==> config.mk <==
export PLATFORM = sky130hd
export DESIGN_NAME = tet_front
export DESIGN_NICKNAME = d
export VERILOG_FILES = /design/src/sv/tet_pkg.sv /design/src/sv/tet_front.sv
export SDC_FILE = /design/constraint.sdc
export NUM_CORES = 1
export LEC_CHECK = 0
export ABC_AREA = 1
export BUFFER_PORTS_ARGS = -buffer_cell sky130_fd_sc_hd__buf_2
export CAP_MARGIN = 10
export CORE_UTILIZATION = 28
export DETAILED_ROUTE_END_ITERATION = 6
export GPL_TIMING_DRIVEN = 0
export PLACE_DENSITY = 0.45
export SLEW_MARGIN = 10
export SYNTH_ARGS = -nofsm -noshare
export SYNTH_HDL_FRONTEND = slang
export SYNTH_SLANG_ARGS = --single-unit
==> constraint.sdc <==
create_clock -name clk -period 10.13 [get_ports clk]
set_clock_uncertainty 0.05 [all_clocks]
set_input_delay 1.5195 -clock clk [delete_from_list [all_inputs] [get_ports clk]]
set_output_delay 1.5195 -clock clk [all_outputs]
set_load 0.03 [all_outputs]
==> src/sv/tet_pkg.sv <==
package tet_pkg;

	localparam int TIMER_SLOTS_DEF = 64;
	localparam int NOW_W = 48;
	localparam int ID_W = 32;
	localparam int DELAY_W = 32;
	localparam int LIMIT_W = 7;

	localparam logic CMD_ARM = 1'b0;
	localparam logic CMD_TICK = 1'b1;

	localparam logic KIND_ARM = 1'b0;
	localparam logic KIND_FIRED = 1'b1;

	localparam logic [1:0] ST_OK = 2'd0;
	localparam logic [1:0] ST_IGNORED = 2'd1;
	localparam logic [1:0] ST_FULL = 2'd2;

	// A classified command as it travels from the front part to the back part.
	typedef struct packed {
		logic tick;
		logic ignore;
		logic [DELAY_W-2:0] delay;
		logic [ID_W-1:0] id;
	} op_t;

	typedef struct packed {
		logic kind;
		logic [1:0] status;
		logic [ID_W-1:0] id;
		logic last;
	} res_t;

	typedef enum logic [2:0] {
		E_IDLE,
		E_RD,
		E_CHK,
		E_MOVE,
		E_FLUSH
	} exec_state_t;

endpackage

==> src/sv/tet_front.sv <==
module tet_front import tet_pkg::*; (
	input logic clk,
	input logic arst_n,
	input logic push,
	output logic full,
	input logic cmd,
	input logic signed [DELAY_W-1:0] delay_ms,
	input logic [ID_W-1:0] waiter_id,
	output logic op_valid,
	output op_t op,
	input logic op_take
);

	// Two-entry queue of classified commands.
	op_t mem_q [2];
	logic wr_q, rd_q;
	logic [1:0] cnt_q;
	op_t cls;

	always_comb begin
		cls.tick = (cmd == CMD_TICK);
		cls.ignore = (delay_ms <= 0);
		cls.delay = delay_ms[DELAY_W-2:0];
		cls.id = waiter_id;
	end

	assign full = (cnt_q == 2'd2);
	assign op_valid = (cnt_q != 2'd0);
	assign op = mem_q[rd_q];

	always_ff @(posedge clk) begin
		if (push && !full) begin
			mem_q[wr_q] <= cls;
		end
	end

	always_ff @(posedge clk or negedge arst_n) begin
		if (!arst_n) begin
			wr_q <= 1'b0;
			rd_q <= 1'b0;
			cnt_q <= 2'd0;
		end else begin
			if (push && !full) wr_q <= ~wr_q;
			if (op_take) rd_q <= ~rd_q;
			cnt_q <= cnt_q + {1'b0, push && !full} - {1'b0, op_take};
		end
	end

endmodule

==> results list, run 1 <==
* Outcome: finished, final reports clean
* Sequential cell fraction of total power: 35.7%
* Synth top area cells: edfxtp_1 (75%), mux2_4 (12%), mux2_2 (5.4%), dfrtp_1 (1.9%), nor2_1 (1.7%)
* Fraction of the cycle the final worst path needs: 32.42%
* Starting density of the core: around 29%
* Root Buffer Master: clkbuf_16
- DRC violation count after routing: 0
* Finished layout cell area: 6815 µm²
- Global routing used ~11% of the available tracks across all layers.
* Number of maximum-capacitance violations: 0
- For the worst setup path, the data arrival time is 1.71 ns.
* Final antenna-violating net count: 0
- Timing would allow up to 304.5 MHz.
* Critical path data required time: 8.56 ns
- Total of flip-flops plus latches after synthesis: between 100 and 150
- The total count of max-transition violations in the final report was 0.
* Design Power: around 2.2 mW
- The synthesized design spends more area on one cell type than any other, namely edfxtp_1.
* Fraction of final layout cells with drive strength greater than 1: 57.68%
* Maximum number of pins on one net before global-route repair: 27
- Power spent charging and discharging nets: approximately 0.75 mW
- CTS tree: done
- After detailed routing, the number of vias per cell comes to ~4.1.
- Maximum buffer depth of the clock tree: 2
- Number of buffers added to fix hold violations after cts: 0
* Final hold vios: 0
- Slew at the pin closest to its max-slew limit: 0.7215 ns
- Clock network power share: between 20% and 30%
* Post-synth top area share: about three quarters
- Headroom to the max-slew limit came out at 51.79%.
- Combinational cell fraction of total power: between 30% and 40%
* Cell-internal power: approximately 1.5 mW
- Post-synthesis instance area: approximately 5200 µm²
- Class of the most critical setup path: reg2out
* Total Neg Setup Slack: 0 ns
* Total routed wirelength: roughly 10 mm
- Worst-case hold slack: 0.5289 ns
- The placed instances occupy a cell area of between 6000 and 7000 µm².
* Peak ir drop on the vdd network: between 0.15 and 0.2 mV
- Launching element type of the critical path: register
* Num Clock Sinks: 134
- Number of buffers inserted by post-CTS setup repair: 0
- Share of total power consumed by net switching: 34.21%
* Number of optimization iterations in the first detailed-route pass: 4
- After clock tree synthesis, the clock-pin slew on the worst setup and hold paths is approximately 0.06 ns.
- Worst R2R Setup Slack: approximately 8.3 ns
- Count of fill cells added during filler insertion: 1738
* TritonCTS Buffers: 17
- After layout, the minimum clock period comes to approximately 3.3 ns.
- During I/O placement, the number of pins put on the boundary was ~140.
- After detailed routing, the average wire length per cell comes to 15.51 µm.
- Post-layout utilization of the core: a little under two fifths
* Global-route wire length before repair: approximately 15 mm
* RSZ-0062 raised after global routing: false
- Setup violations remaining at the end of the flow were counted as 0.
- Maximum level of the CTS H-tree: 4
- Leakage dissipation: between 2 and 3 nW
- A synthesized cell averages 20.52 µm².
- Synthesis-to-finish area growth: 31.79%
* DRC marker count from the first detailed-route iteration: 64
- Net count after synthesis: ~320
* Ratio of total power to cell area: roughly 320 nW/µm²
- After synthesis, flip-flops and latches occupy between 70% and 80% of the total area.
- The initial antenna violation count was 0.
* Half-perimeter wire length after detailed placement: roughly 7 mm
- GR Overflow Total: 0
- The initialized floorplan defines between 40 and 50 standard-cell rows.
- Floorplan die height: about 140 µm
- The congestion estimate from routability-driven global placement came to 0.6792.
* Die Area: between 15000 and 20000 µm²
* Clock insertion delay at the later pin of the skew report: about 0.41 ns
* Final layout net count: about 480
- CP Max Fanout: 10
- Die Wd: roughly 140 µm
- Total number of yosys warnings: 0
- Class of the tightest hold or removal check: reg2reg
- After clock tree synthesis, the repair step resized 0 gates.
- Synthesized instance count: between 200 and 300
- Antenna cells: 0
- Number of unique standard cell types used by synthesis: 15
- Via count of the first global-routing pass: 2841
* Area of the core region: between 15000 and 20000 µm²
* Element type at the critical path end: primary output
- Number of input and output port buffers inserted: between 100 and 150
* Vias post-DR: 2696
[metal layers]
metal | wire [µm] | up-vias | track usage [%] | part of all wire, %
met5 | 0 | - | 0 | 0
met4 | 93 | 0 | 5.072 | 0.92
met3 | 693 | 8 | 4.825 | 6.9
met2 | 4948 | 88 | 17.56 | 49
met1 | 4379 | 1320 | 13.15 | 43
li1 | - | 1280 | - | -
[area by class of cell]
class | count | area, µm² | share of cell area [%]
clock buffers | 17 | 425.4 | 6.242
repair buffers | 139 | 755.7 | 11.09
multi-input cells | 107 | 1101 | 16.16
flip-flops and latches | 134 | 4004 | 58.75
plain buffers | 7 | 66.31 | 0.9730
clock inverters | 15 | 161.4 | 2.368
well taps | 229 | 286.5 | 4.204
inverters | 4 | 15.01 | 0.2203
[synth_stat cells]
| library cell | count |
|---|---|
| buf_2 | 2 |
| mux2_4 | 40 |
| mux2_2 | 25 |
| or2_2 | 1 |
| nor2_1 | 23 |
| xor2_1 | 2 |
| nand2_1 | 10 |
| xnor2_1 | 2 |
| dfrtp_1 | 4 |
| buf_6 | 5 |
| o21ai_0 | 1 |
| edfxtp_1 | 130 |
| o21ai_2 | 1 |
| inv_1 | 4 |
| ha_1 | 2 |
[state kept, by name, indices dropped and copies added, names as in the netlist]
name / count
cnt_q: 2
mem_q: 130
wr_q: 1
rd_q: 1
[cell families (layout without fill, tap and decap cells)]
group	after synthesis	in the layout	share of synthesized area (%)
flip-flops	134	134	77.43
multiplexers	65	65	17.06
XOR/XNOR	4	4	0.6776
buffers and inverters	11	182	1.573
AND/OR/NAND/NOR	34	34	2.516
AO/OA/AOI/OAI	2	2	0.2661
adder cells (fa/ha/maj)	2	2	0.4838
[worst max-delay path, cell delays in order, from the launching register on]
cell and delay [ns]:
dfrtp_1 0.38, buf_6 0.20, buf_6 0.22, mux2_4 0.31, buf_2 0.18
[placed cells by master, fill, tap and decap left out]
| master | instances |
|---|---|
| nand2_1 | 10 |
| xnor2_1 | 2 |
| clkinv_2 | 4 |
| xor2_1 | 2 |
| ha_1 | 2 |
| clkinv_4 | 1 |
| clkbuf_16 | 17 |
| dfrtp_1 | 4 |
| or2_2 | 1 |
| clkinv_1 | 3 |
| clkinvlp_4 | 3 |
| buf_12 | 4 |
| bufinv_16 | 3 |
| mux2_2 | 25 |
| edfxtp_1 | 130 |
| nor2_4 | 2 |
| o21ai_2 | 1 |
| nor2_1 | 21 |
| buf_2 | 137 |
| inv_1 | 4 |
| buf_6 | 5 |
| mux2_4 | 40 |
| o21ai_0 | 1 |
| inv_6 | 1 |
[metrics by stage]
stage	setup WS [ns]	std cells
final	6.846	652
after global placement	3.149	616
after floorplan	5.277	252
after CTS	6.762	652
after detailed placement	7.118	620
after global routing	6.737	652
[power by group through the flow]
stage          Combinational [mW]  Sequential, mW  Clock (mW)
6_report                    0.809           0.788       0.608
5_1_grt                     0.867           0.800       0.652
4_1_cts                     0.833           0.790       0.627
3_5_place_dp                0.831           0.801           0
3_3_place_gp                0.796           0.820           0
2_1_floorplan               0.593           0.805           0
[worst paths after layout]
check,startpoint,cells after the start,to
worst max-delay path,rd_q$_DFFE_PN0P_,4,op[54]
worst min-delay path,cnt_q[0]$_DFF_PN0_,1,cnt_q[0]$_DFF_PN0_
worst max register to register,cnt_q[1]$_DFF_PN0_,4,mem_q[0][35]$_DFFE_PP_
worst min register to register,cnt_q[0]$_DFF_PN0_,1,cnt_q[0]$_DFF_PN0_
max in group asynchronous,arst_n,1,wr_q$_DFFE_PN0P_
min in group asynchronous,arst_n,1,cnt_q[0]$_DFF_PN0_
Power figures use the tool's default switching activity.
==> run 2, diff against run 1 <==
--- a/config.mk
+++ b/config.mk
@@ -11,7 +11,7 @@
 export CORE_UTILIZATION = 28
 export DETAILED_ROUTE_END_ITERATION = 6
 export GPL_TIMING_DRIVEN = 0
-export PLACE_DENSITY = 0.45
+export PLACE_DENSITY = 0.46
 export SLEW_MARGIN = 10
 export SYNTH_ARGS = -nofsm -noshare
 export SYNTH_HDL_FRONTEND = slang
==> constraint.sdc (replaced) <==
create_clock -name clk -period 3 [get_ports clk]
set_clock_uncertainty 0.05 [all_clocks]
set_input_delay 0.45 -clock clk [delete_from_list [all_inputs] [get_ports clk]]
set_output_delay 0.45 -clock clk [all_outputs]
set_load 0.03 [all_outputs]
==> run 2 against run 1 <==
Combinational power rose to 3.4 times the previous value. Non-clock buffer count grew 1. Count of clock-buffer cells in the layout rose by 1. Critical endpoint unchanged.
==> results list, run 2 (synthesis results as in run 1) <==
* Outcome: finished, final reports clean
- Flip-flop count of the largest register after layout: 130 (unchanged)
- The clock-pin transition on the worst setup and hold timing paths is 0.06 ns (about the same).
- The leakage dissipation is 2.666 nW (about the same).
- The H-tree depth reported by CTS came to 4 (unchanged).
* Hold path start: waiter_id[27]
- Number of optimization iterations in the first detailed-route pass: 6 (+2)
- The die span in x is 137.9 µm (unchanged).
- The register area came to 4004 µm² (unchanged).
- In the finished design, the share of the clock period the worst path needs comes to around three quarters.
* Most used cells in the layout excluding fill and tap cells: buf_2 (137), edfxtp_1 (130), mux2_4 (40)
* RSZ-0062 raised after global routing: false
* Time the final worst path needs with I/O delays and setup: ~2.2 ns
- The number of hold violations in the final report came to 0 (unchanged).
* Total area of multi-input combinational cells: 1101 µm² (unchanged)
* Root Buffer Master: clkbuf_16
* DRC violation count after routing: 0 (unchanged)
- The remaining antenna violation count after routing is 0 (unchanged).
* Area of the core region: 18020 µm² (unchanged)
- The startpoint identified for the worst register-to-register timing path is cnt_q[1]$_DFF_PN0_.
* Fraction of final layout cells with drive strength greater than 1: 56.50% (-1.2 points)
- Half-perimeter wire length after detailed placement: 6.962 mm (-0.67%)
- The detailed-route via count was 2678 (-0.67%).
- The quantity of I/O buffers inserted on ports is 135 (unchanged).
- The total count of max-transition violations in the final report was 0 (unchanged).
- Antenna cells: 0 (unchanged)
- The largest net degree at the start of global routing is 25 (-7.4%).
* Most prevalent standard cell on the critical path: buf_6
- Global-route wire length before repair: 15.22 mm (+0.23%)
* Final layout net count: 482 (+0.21%)
- Count of fill cells added during filler insertion: 1719 (-1.1%)
* Placed Area: 6236 µm² (+0.12%)
- The final weighted congestion in routability-driven placement came to 0.6536 (-3.8%).
- The clock latency of the later-clocked register in the worst-skew pair is 0.41 ns (about the same).
* Slew at the pin closest to its max-slew limit: 0.8581 ns (+0.1367 ns)
* Most common library cell in the layout ignoring fill and taps: buf_2
- The delay contributed by the slowest stage of the critical path came to 0.38 ns (about the same).
- In this run the worst setup path begins at rd_q$_DFFE_PN0P_.
* Top Ports: 136 (unchanged)
* Via count of the first global-routing pass: 2888 (+1.7%)
* Starting density of the core: 28.69% (unchanged)
- Family of cells with the greatest summed delay on the critical path: buffers and inverters
* GR Overflow Total: 0 (unchanged)
- Ratio of total power to cell area: 1088 nW/µm² (+240%)
- The worst-path maximum fanout came to 10 (unchanged).
- TritonCTS Buffers: 17 (unchanged)
- Master of the slowest instance on the critical path: dfrtp_1
- The total negative setup slack came to 0 ns (unchanged).
- Derived from the worst setup path, the maximum achievable clock frequency is about 450 MHz.
- The final design area excluding fillers is 6814 µm² (about the same).
- Synthesis-to-finish area growth: 31.77% (about the same)
- Via density per instance: 4.107 (-0.67%)
- Number of buffers inserted by post-CTS setup repair: 0 (unchanged)
- The die area came to 19020 µm² (unchanged).
* Peak ir drop on the vdd network: 0.4546 mV (+190%)
- Data arrival at the endpoint of the critical path: 1.70 ns (about the same)
- The largest buffer count on any clock path came to 2 (unchanged).
- The number of setup violations in the final report is 0 (unchanged).
- Number of maximum-capacitance violations: 0 (unchanged)
* Most flops, register: mem_q
- The required time reported for the critical path endpoint is 2.50 ns (-6.06 ns).
- Total routing usage reported by global routing: 11.32% (+0.16 points)
* Initial antenna violation count: 0 (unchanged)
* Element type at the critical path end: primary output
* Total routed wirelength: 10.29 mm (+1.7%)
- The average routed wire per standard cell is 15.78 µm (+1.7%).
* Site Rows: 49 (unchanged)
* CTS tree: done
- DRC marker count from the first detailed-route iteration: 83 (+30%)
- The relative max-transition margin is 42.65% (-9.1 points).
- Count of buffering cells on the critical path with inverters included: 3 (unchanged)
- Top flop regs: mem_q: 130 flops, cnt_q: 2 flops
- Floorplan die height: 137.9 µm (unchanged)
- Class of the most critical setup path: reg2out
- The path class of the tightest hold or removal check is in2reg.
* Num Clock Sinks: 134 (unchanged)
- Launching element type of the critical path: register
- Traced cell by cell, the critical path runs through buf_6, buf_6, mux2_4, buf_2.
## run 2: cell types whose count changed in the layout (fill, tap and decap cells not counted), sizes merged
cell	change
dlygate4sd3	+1
clkinvlp	-2
inv	-1
clkbuf	+1
clkinv	+1
## run 2: path summary, 6_finish.rpt
check / end / slack, ns / depth (start not counted)
min in group asynchronous: cnt_q[0]$_DFF_PN0_ / 0.33 / 2
max in group asynchronous: cnt_q[1]$_DFF_PN0_ / 2.45 / 2
worst min register to register: cnt_q[0]$_DFF_PN0_ / 0.54 / 1
worst max register to register: mem_q[1][42]$_DFFE_PP_ / 1.04 / 4
worst min-delay path: mem_q[0][27]$_DFFE_PP_ / 0.18 / 1
worst max-delay path: op[54] / 0.80 / 4
## run 2: power by group
part | switching (mW) | internal, mW
combinational | 1.69 | 1.05
clock | 0.726 | 1.28
sequential | 0.105 | 2.56
## run 2: repair_timing
item,CTS,global route
hold buffers,1,0
hold endpoints to repair,4,0
resized for setup,0,0
endpoints found under the setup margin,0,0
## run 2: final cells by class
cell class / count / area share (%)
Clock buffer: 18 / 6.298
Clock inverter: 13 / 2.038
Buffer: 7 / 0.9732
Sequential cell: 134 / 58.76
Tap cell: 229 / 4.205
Multi-Input combinational cell: 107 / 16.16
Inverter: 4 / 0.2203
Timing Repair Buffer: 140 / 11.35
## run 2: stage by stage
step	power, mW	setup WS [ns]	hold WS (ns)	instances	utilization [%]
after detailed placement	5.519	0.9496	0.2195	620	34.60
after global placement	5.447	-2.822	0.2095	616	34.03
after CTS	7.565	0.7380	0.1545	652	37.80
after floorplan	4.719	-0.8037	0.1044	252	-
final	7.412	0.8010	0.1772	652	37.80
after global routing	7.783	0.7071	0.1529	652	37.80
## run 2: routing by layer
metal	wire [µm]	vias up	share of wire, %	GRT usage (%)
met5	0	-	0	0
met2	5308	80	52	19.22
li1	-	1283	-	-
met4	120	0	1.2	5.072
met3	550	7	5.3	4.020
met1	4307	1308	42	12.71
